$ cat src/design/modular_inverse_ext_euclid_top_assert.svh
// ----------------------------------------------------------------------------
// Assertion macros for the modular inverse block
// Shared property wrappers clocked on clk_i and disabled during reset.
// ----------------------------------------------------------------------------
`ifndef MODULAR_INVERSE_EXT_EUCLID_TOP_ASSERT_SVH
`define MODULAR_INVERSE_EXT_EUCLID_TOP_ASSERT_SVH

// Check that cons holds in the same cycle as ante.
`define MIE_ASSERT_NOW(lbl, ante, cons, msg) \
  lbl: assert property (@(posedge clk_i) disable iff (!rst_ni) (ante) |-> (cons)) \
    else $error(msg);

// Check that cons holds in the cycle after ante.
`define MIE_ASSERT_NEXT(lbl, ante, cons, msg) \
  lbl: assert property (@(posedge clk_i) disable iff (!rst_ni) (ante) |=> (cons)) \
    else $error(msg);

`endif

$ cat src/design/mie_pkg.sv
// ----------------------------------------------------------------------------
// Modular inverse package
// Shared constants and the status bundle of the iterative divide unit.
// ----------------------------------------------------------------------------
package mie_pkg;

  // Default coefficient width
  localparam int COEF_BITS_DEF = 62;

  // Modulus after reset: 2^62 - 57
  localparam logic [61:0] MODULUS_RESET = 62'h3FFF_FFFF_FFFF_FFC7;

  // Status of the divide unit toward the sequencer
  typedef struct packed {
    logic busy;
    logic done;
  } div_status_t;

endpackage

$ cat src/design/mie_div_unit.sv
// ----------------------------------------------------------------------------
// Modular inverse divide unit
// Restoring divider, one quotient bit per cycle, that also accumulates the
// product of the quotient and the current cofactor by shift and add.
// ----------------------------------------------------------------------------
module mie_div_unit #(
  parameter int COEF_BITS = mie_pkg::COEF_BITS_DEF
) (
  input  logic                    clk_i,
  input  logic                    rst_ni,
  input  logic                    start_i,
  input  logic [COEF_BITS-1:0]    dividend_i,
  input  logic [COEF_BITS-1:0]    divisor_i,
  input  logic [COEF_BITS+1:0]    cofactor_i,
  output logic [COEF_BITS-1:0]    rem_o,
  output logic [COEF_BITS+1:0]    prod_o,
  output mie_pkg::div_status_t    status_o
);

  localparam int CW    = COEF_BITS + 2;
  localparam int CNT_W = $clog2(COEF_BITS);

  logic [COEF_BITS-1:0] rem_q, rem_d;
  logic [COEF_BITS-1:0] quo_q;
  logic [COEF_BITS-1:0] div_q;
  logic [CW-1:0]        cof_q;
  logic [CW-1:0]        prod_q, prod_d;
  logic [CNT_W-1:0]     cnt_q;
  logic                 busy_q;
  logic                 done_q;

  logic [COEF_BITS:0]   shifted;
  logic [COEF_BITS:0]   diff;
  logic                 qbit;

  // Shift in the next dividend bit and trial-subtract the divisor
  always_comb begin
    shifted = {rem_q, quo_q[COEF_BITS-1]};
    diff    = shifted - {1'b0, div_q};
    qbit    = ~diff[COEF_BITS];
    rem_d   = qbit ? diff[COEF_BITS-1:0] : shifted[COEF_BITS-1:0];
    prod_d  = {prod_q[CW-2:0], 1'b0} + (qbit ? cof_q : '0);
  end

  // Control: load on start, then step until the count runs out
  always_ff @(posedge clk_i or negedge rst_ni) begin
    if (!rst_ni) begin
      busy_q <= 1'b0;
      done_q <= 1'b0;
      cnt_q  <= '0;
    end else begin
      done_q <= 1'b0;
      if (start_i) begin
        busy_q <= 1'b1;
        cnt_q  <= CNT_W'(COEF_BITS - 1);
      end else if (busy_q) begin
        if (cnt_q == '0) begin
          busy_q <= 1'b0;
          done_q <= 1'b1;
        end else begin
          cnt_q <= cnt_q - CNT_W'(1);
        end
      end
    end
  end

  // Datapath registers
  always_ff @(posedge clk_i) begin
    if (start_i) begin
      rem_q  <= '0;
      quo_q  <= dividend_i;
      div_q  <= divisor_i;
      cof_q  <= cofactor_i;
      prod_q <= '0;
    end else if (busy_q) begin
      rem_q  <= rem_d;
      quo_q  <= {quo_q[COEF_BITS-2:0], qbit};
      prod_q <= prod_d;
    end
  end

  assign rem_o    = rem_q;
  assign prod_o   = prod_q;
  assign status_o = '{busy: busy_q, done: done_q};

endmodule

$ cat src/design/modular_inverse_ext_euclid_top.sv
// ----------------------------------------------------------------------------
// Modular inverse, extended Euclidean algorithm
// Returns the inverse of one coefficient modulo the configured modulus.
// ----------------------------------------------------------------------------
// Usage:
//   Write the modulus with cfg_we_i / cfg_wdata_i while the block is idle;
//   it resets to 2^62 - 57 (low COEF_BITS bits).
//   A request is taken at a clock edge with start high and busy low;
//   operand_value_i is sampled then. busy stays high until the result.
//   The result appears on inverse_value_o for exactly one cycle with
//   done_o high; the receiver cannot stall it, and busy is already low in
//   that cycle so the next request may be taken at once.
//   Each Euclid round runs the check state and then one pass of the
//   shared restoring divider, which produces one quotient bit per cycle;
//   a finish state ends each request. Up to about
//   1.44 * COEF_BITS + 2 rounds occur;
//   a zero modulus goes from the check state straight to finish.
//   Reset returns the sequencer to idle, drops any request in flight and
//   restores the modulus.
// ----------------------------------------------------------------------------
module modular_inverse_ext_euclid_top #(
  parameter int COEF_BITS = mie_pkg::COEF_BITS_DEF
) (
  input  logic                 clk_i,
  input  logic                 rst_ni,
  input  logic                 start,
  output logic                 busy,
  input  logic [COEF_BITS-1:0] operand_value_i,
  input  logic                 cfg_we_i,
  input  logic [COEF_BITS-1:0] cfg_wdata_i,
  output logic                 done_o,
  output logic [COEF_BITS-1:0] inverse_value_o
);

  `include "modular_inverse_ext_euclid_top_assert.svh"

  localparam int CW = COEF_BITS + 2;

  typedef enum logic [1:0] {
    S_IDLE,
    S_CHECK,
    S_WAIT,
    S_FINISH
  } state_e;

  state_e               state_q;
  logic [COEF_BITS-1:0] mod_q;
  logic [COEF_BITS-1:0] r_prev_q;
  logic [COEF_BITS-1:0] r_cur_q;
  logic [CW-1:0]        c_prev_q;
  logic [CW-1:0]        c_cur_q;
  logic                 div_start_q;
  logic                 done_q;
  logic [COEF_BITS-1:0] inverse_q;

  logic [COEF_BITS-1:0] div_rem;
  logic [CW-1:0]        div_prod;
  mie_pkg::div_status_t div_status;

  logic [CW-1:0]        c_sum;
  logic                 c_pos;
  logic [COEF_BITS-1:0] result_d;

  // Shared divide and multiply-accumulate unit
  mie_div_unit #(
    .COEF_BITS (COEF_BITS)
  ) u_div (
    .clk_i      (clk_i),
    .rst_ni     (rst_ni),
    .start_i    (div_start_q),
    .dividend_i (r_prev_q),
    .divisor_i  (r_cur_q),
    .cofactor_i (c_cur_q),
    .rem_o      (div_rem),
    .prod_o     (div_prod),
    .status_o   (div_status)
  );

  // Make the final cofactor positive by adding the modulus when it is zero or negative
  always_comb begin
    c_sum    = c_prev_q + {2'b00, mod_q};
    c_pos    = (c_prev_q != '0) && !c_prev_q[CW-1];
    result_d = c_pos ? c_prev_q[COEF_BITS-1:0] : c_sum[COEF_BITS-1:0];
  end

  // Hold the modulus register
  always_ff @(posedge clk_i or negedge rst_ni) begin
    if (!rst_ni) begin
      mod_q <= mie_pkg::MODULUS_RESET[COEF_BITS-1:0];
    end else if (cfg_we_i) begin
      mod_q <= cfg_wdata_i;
    end
  end

  // Sequence the Euclid rounds
  always_ff @(posedge clk_i or negedge rst_ni) begin
    if (!rst_ni) begin
      state_q     <= S_IDLE;
      div_start_q <= 1'b0;
      done_q      <= 1'b0;
    end else begin
      div_start_q <= 1'b0;
      done_q      <= 1'b0;
      case (state_q)
        S_IDLE: begin
          if (start) begin
            state_q <= S_CHECK;
          end
        end
        S_CHECK: begin
          if (r_cur_q == '0) begin
            state_q <= S_FINISH;
          end else begin
            div_start_q <= 1'b1;
            state_q     <= S_WAIT;
          end
        end
        S_WAIT: begin
          if (div_status.done) begin
            state_q <= S_CHECK;
          end
        end
        S_FINISH: begin
          done_q  <= 1'b1;
          state_q <= S_IDLE;
        end
        default: begin
          state_q <= S_IDLE;
        end
      endcase
    end
  end

  // Load operands, advance the remainder and cofactor pairs, and capture the result
  always_ff @(posedge clk_i) begin
    if (state_q == S_IDLE && start) begin
      r_prev_q <= operand_value_i;
      r_cur_q  <= mod_q;
      c_prev_q <= CW'(1);
      c_cur_q  <= '0;
    end else if (state_q == S_WAIT && div_status.done) begin
      r_prev_q <= r_cur_q;
      r_cur_q  <= div_rem;
      c_prev_q <= c_cur_q;
      c_cur_q  <= c_prev_q - div_prod;
    end
    if (state_q == S_FINISH) begin
      inverse_q <= result_d;
    end
  end

  assign busy            = (state_q != S_IDLE);
  assign done_o          = done_q;
  assign inverse_value_o = inverse_q;

  `MIE_ASSERT_NEXT(a_accept_goes_busy, start && !busy, busy,
                   "accepted request did not raise busy")
  `MIE_ASSERT_NEXT(a_done_single_pulse, done_o, !done_o,
                   "result strobe lasted more than one cycle")
  `MIE_ASSERT_NOW(a_no_restart_busy, div_start_q, !div_status.busy,
                  "divide unit restarted while busy")
  `MIE_ASSERT_NOW(a_div_done_in_wait, div_status.done, state_q == S_WAIT,
                  "divide unit finished outside the wait state")

endmodule
$ cat config.mk
export PLATFORM = sky130hd
export DESIGN_NAME = modular_inverse_ext_euclid_top
export DESIGN_NICKNAME = d
export VERILOG_FILES = /design/src/design/mie_pkg.sv /design/src/design/mie_div_unit.sv /design/src/design/modular_inverse_ext_euclid_top.sv
export VERILOG_INCLUDE_DIRS = /design/src /design/src/design
export SDC_FILE = /design/constraint.sdc
export NUM_CORES = 2
export LEC_CHECK = 0
export ABC_CLOCK_PERIOD_IN_PS = 6150
export BUFFER_PORTS_ARGS = -buffer_cell sky130_fd_sc_hd__buf_2
export CAP_MARGIN = 20
export CORE_ASPECT_RATIO = 0.5
export CORE_UTILIZATION = 25
export DETAILED_ROUTE_END_ITERATION = 10
export GPL_TIMING_DRIVEN = 1
export SYNTH_ARGS = -nofsm -noshare
export SYNTH_HDL_FRONTEND = slang
export SYNTH_SLANG_ARGS = --single-unit
$ cat constraint.sdc
create_clock -name clk_i -period 6.15 [get_ports clk_i]
set_clock_uncertainty 0.05 [all_clocks]
set_input_delay 0.9225 -clock clk_i [delete_from_list [all_inputs] [get_ports clk_i]]
set_output_delay 0.9225 -clock clk_i [all_outputs]
set_load 0.005 [all_outputs]
# Yosys cells after proc, flatten, opt, wreduce, memory -nomap -nowiden
# Index checks and enable logic that the tools add are counted.
# W data, S select, Z words.
[word_totals] romBits=0 memories=0 output_inout_bits=64 ramBits=0 word_cells=67 in_bits=128 latch_bits=0 reg_bits=702
[op_classes] n_reduce_logical=13 n_mux=25 n_eq_ne=6 order_cmp=0 n_bitwise=1 div_mod_pow=0 shift=0 add_sub_neg=5 n_mul=0
[ops] cell="$mux W62" n=8
[ops] cell="$add A64 B64 Y64" n=1
[ops] cell="$mux W64" n=1
[ops] cell="$reduce_bool A64 Y1" n=1
[ops] cell="$sub A64 B64 Y64" n=1
[ops] cell="$sub A63 B62 Y63" n=1
[ops] cell="$add A62 B62 Y62" n=1
[ops] cell="$logic_not A62 Y1" n=1
[ops] cell="$mux W6" n=3
[ops] cell="$mux W1" n=10
[ops] cell="$pmux W2 S4" n=1
[ops] cell="$logic_not A6 Y1" n=1
[ops] cell="$reduce_bool A2 Y1" n=3
[ops] cell="$sub A6 B1 Y6 const B" n=1
[ops] cell="$eq A2 B2 Y1 const B" n=2
[ops] cell="$mux W2" n=2
[ops] cell="$ne A2 B2 Y1 const B" n=2
[ops] cell="$reduce_and A2 Y1" n=2
[ops] cell="$logic_and A1 B1 Y1" n=3
[ops] cell="$eq A2 B1 Y1 const B" n=1
[ops] cell="$logic_not A2 Y1" n=1
[ops] cell="$ne A2 B1 Y1 const B" n=1
[ops] cell="$logic_not A1 Y1" n=1
[ops] cell="$not A1 Y1" n=1

# Longest topological paths before layout
[depth] ltp_word=4 ltp_mapped=26 depth_no_buf=24

# By module
# From an unflattened synthesis, not the netlist that was laid out.
[hier_totals] hier_cells=4640 hier_area_um2=41921.5
[modules_own_cells] module="modular_inverse_ext_euclid_top" seq_area_each_um2=9873.2 cells_per_inst=2536 n_inst=1 area_each_um2=22265.1
[modules_own_cells] module="mie_div_unit" seq_area_each_um2=8368.0 cells_per_inst=2104 n_inst=1 area_each_um2=19656.4

# Worst setup path before layout
# No wires, ideal clock.
[synth_path] kind="reg2reg" start="register div_start_q" end="register u_div.prod_q[62] (netlist: u_div.prod_o[62])" n_path_buf=1 t_arrival_ps=5542 path_stages_with_launch=5 setup_slack_ps=315 required_time_ps=5857 period_less_slack_ps=5835 setup_ps=243 cell_sequence="dfrtp_1 > nor2_1 > inv_1 > clkbuf_1 > o32ai_1"
[synth_lines] item="start: declaration" line="modular_inverse_ext_euclid_top.sv:52" rtl="logic div_start_q;"
[synth_lines] item="start signal: assignment" line="modular_inverse_ext_euclid_top.sv:99" rtl="div_start_q <= 1'b0;"
[synth_lines] item="start signal: assignment" line="modular_inverse_ext_euclid_top.sv:102" rtl="div_start_q <= 1'b0;"
[synth_lines] item="start signal: assignment" line="modular_inverse_ext_euclid_top.sv:114" rtl="div_start_q <= 1'b1;"
[synth_lines] item="end signal: assignment" line="mie_div_unit.sv:78" rtl="prod_q <= prod_d;"
[synth_lines] item="end: declaration" line="mie_div_unit.sv:27" rtl="logic [CW-1:0] prod_q, prod_d;"

# Worst setup path in the final report
[layout_path] start="register u_div.quo_q[61]" end="register u_div.prod_q[61] (netlist: u_div.prod_o[61])"
[layout_via] elab_chain_len=3
[layout_lines] item="start: declaration" line="mie_div_unit.sv:24" rtl="logic [COEF_BITS-1:0] quo_q;"
[layout_lines] item="start signal: assignment" line="mie_div_unit.sv:71" rtl="quo_q <= dividend_i;"
[layout_lines] item="start signal: assignment" line="mie_div_unit.sv:77" rtl="quo_q <= {quo_q[COEF_BITS-2:0], qbit};"
[layout_lines] item="$sub A63 B62 Y63" line="mie_div_unit.sv:39" rtl="diff = shifted - {1'b0, div_q};"
[layout_lines] item="$mux W64" line="mie_div_unit.sv:42" rtl="prod_d = {prod_q[CW-2:0], 1'b0} + (qbit ? cof_q : '0);"
[layout_lines] item="$add A64 B64 Y64" line="mie_div_unit.sv:42"
# Every way passes these cells.
# A chain may end at the register's enable or synchronous reset.

==> qor.yml <==
sta:
  report.final.slew_viol_count: 0
  period_share: 0.960
  max_freq_ghz: 0.169
  setup-violations-final: 0
  fin_crit_ps: 5910
  slew-limit-headroom: 0.247
  grt_setup_unrepaired: "false"
  worst_pin_slew_ps: 1120
  hold_viol_final: 0
  worst_slack_ps: 243
cts:
  cts_tree: "yes"
  cts_buffers: 79
  cts.sinks: 702
  clk_pin_slew_ps: 70
  clock_path_buffers: 3
  clk_latency_ps: 650
  htree_levels: 3
  clockRootBuffer: "clkbuf_16"
critical_path:
  critPathLaunch: "u_div.quo_q[61]"
  cp-start-kind: "register"
  r2r_slack_ps: 240
  r2r_start: "u_div.quo_q[61]"
  arrival_ps: 6340
  endpoint_kind: "register"
  reg2reg_depth: 27
  cp.required_ps: 6580
  critPathMaxFanout: 7
  path_class: "register to register"
synthesis:
  synth_ff_type: "edfxtp_1"
  synth_cells: 4244
  syn_area_sq_um: 41000
  ys_async_sr_fraction: 0.105
  syn_nets: 4626
  yosys_warnings: 0
  synth_cell_types: 88
  synth_seq_cells: 702
  ys_seq_area_frac: 0.445
  synth_edf_count: 374
  avgSynthCellArea_sq_um: 9.66
floorplanning:
  die_h_um: 288
  ios: 192
  coreArea_sq_um: 162000
  dieArea_sq_um: 166000
  start_util: 0.253
  die_w_um: 575
  rows: 104
power_and_ir_drop:
  ir_drop_mv: 0.383
  power.density_nw_per_um2: 568
  power_leakage_nw: 19.4
  power.total_mw: 27.3
min_path:
  hold_depth: 0
  hp-start: "c_cur_q[7]"
  hold_class: "register to register"
layout:
  layout.nets: 4805
  layout_common_cells: "nand2_1, a21oi_1, edfxtp_1"
  drive_gt1_frac: 0.188
  stdcell_area_sq_um: 48100
  final_common_cell: "nand2_1"
  area_delta_synth_final_pct: 17.3
grt:
  grt_pass1_wl_um: 189000
  grt_pass1_vias: 31000
  grt_max_degree: 172
  grt_overflow_total: 0
  grt.total_usage: 0.146
  antenna_found_initial: 4
drt:
  ant_nets: 0
  drc_errors: 0
  vias: 32600
  avgViaCountPerCell: 4.89
  wl_um: 126000
  wl_per_cell_um: 18.9
  drtIter0Drc: 2716
  first_pass_iters: 7
placement:
  placed_area_sq_um: 44800
  place_congestion: 0.933
  dp_hpwl_um: 92500
  pre_cts_slack_ps: -237
  io_buffers: 191
run_status:
  status: "finished, final reports clean"
run:
  drv_cap: 0
==> metrics by stage <==
stage | std cells | util | TNS, ps | hold slack, ps
after CTS | 6647 | 0.293 | 0 | 404
final | 6664 | 0.297 | 0 | 403
after global placement | 6497 | 0.276 | -1590 | 388
after global routing | 6662 | 0.297 | 0 | 420
after detailed placement | 6497 | 0.276 | -2200 | 388
after floorplan | 4244 | - | 0 | 380
==> worst paths after layout <==
path,endpoint
worst max-delay path,u_div.prod_o[61]
min in group asynchronous,done_o
worst min register to register,u_div.cof_q[7]
worst min-delay path,u_div.cof_q[7]
worst max register to register,u_div.prod_o[61]
max in group asynchronous,u_div.busy_q
==> cells by family (layout without fill, tap and decap cells) <==
group           Yosys count  in the layout  synth area share
compound gates         1186           1186             0.180
simple gates           1161           1161             0.130
flops                   702            702             0.445
buf+inv                 421            666            0.0390
mux                     299            299            0.0805
fa+ha+maj               254            254            0.0782
xor+xnor                221            221            0.0472
other cells               0              2                 0
==> sequential cells by signal, indices dropped and copies added, names as in the netlist, 64 cells and up <==
name          flops
c_cur_q          64
u_div.prod_o     64
u_div.cof_q      64
c_prev_q         64
==> timing repair <==
| action | CTS | global route |
|---|---|---|
| gates resized for setup | 19 | 82 |
| pin swaps | 8 | 49 |
| setup endpoints to repair | 19 | 20 |
| gates cloned | 0 | 3 |
| endpoints found under the hold margin | 1 | 0 |
| buffers inserted | 2 | 14 |
| hold buffers | 1 | 0 |
==> report_power, final <==
part	total, mW	internal (mW)	switching (mW)
Combinational	14.6	6.41	8.20
Sequential	7.87	6.83	1.04
Clock	4.83	2.81	2.02
==> Yosys cell counts (all sizes together) (89+ instances only) <==
cell type | n | area (sq um)
dfxtp | 254 | 5080
a21o | 153 | 1150
xnor2 | 132 | 1160
nor2 | 281 | 1050
edfxtp | 374 | 11200
nand2 | 473 | 1780
clkbuf | 192 | 721
xor2 | 89 | 780
o21ai | 216 | 1080
inv | 202 | 758
a21oi | 433 | 2170
ha | 250 | 3130
mux2 | 245 | 2760
==> per-layer routing <==
layer / global-route usage / vias up / share of wire
met5: 0 / - / 0.00010
met1: 0.201 / 15800 / 0.47
li1: - / 15800 / -
met3: 0.0154 / 146 / 0.044
met2: 0.241 / 787 / 0.46
met4: 0.0408 / 2 / 0.026
==> cell type report <==
class | instances | area (sq um)
fill | 16800 | 114000
multi-input combinational | 3121 | 21700
sequential | 702 | 18200
tap | 2173 | 2720
clock buffer | 110 | 2230
timing repair buffer | 317 | 2040
inverter | 202 | 766
clock inverter | 37 | 399
antenna | 2 | 5.00
==> worst max-delay path: stages (launching register included) <==
cell,delay [ps]
edfxtp_1,410
inv_2,90
ha_4,140
fa_2,200
and2b_1,200
o31a_2,360
o2111ai_4,200
a21oi_2,110
o211ai_1,320
a32oi_1,180
buf_4,190
xor2_4,150
buf_12,160
and2_4,140
ha_2,190
fa_2,370
a211oi_2,210
nor2_2,90
o21ai_2,190
o31ai_1,90
buf_4,170
a41o_1,270
o211ai_1,290
a21oi_2,120
a221o_1,400
a31oi_1,210
xor2_1,160
o22ai_1,80
No activity file was read; power rests on OpenSTA's default activity.
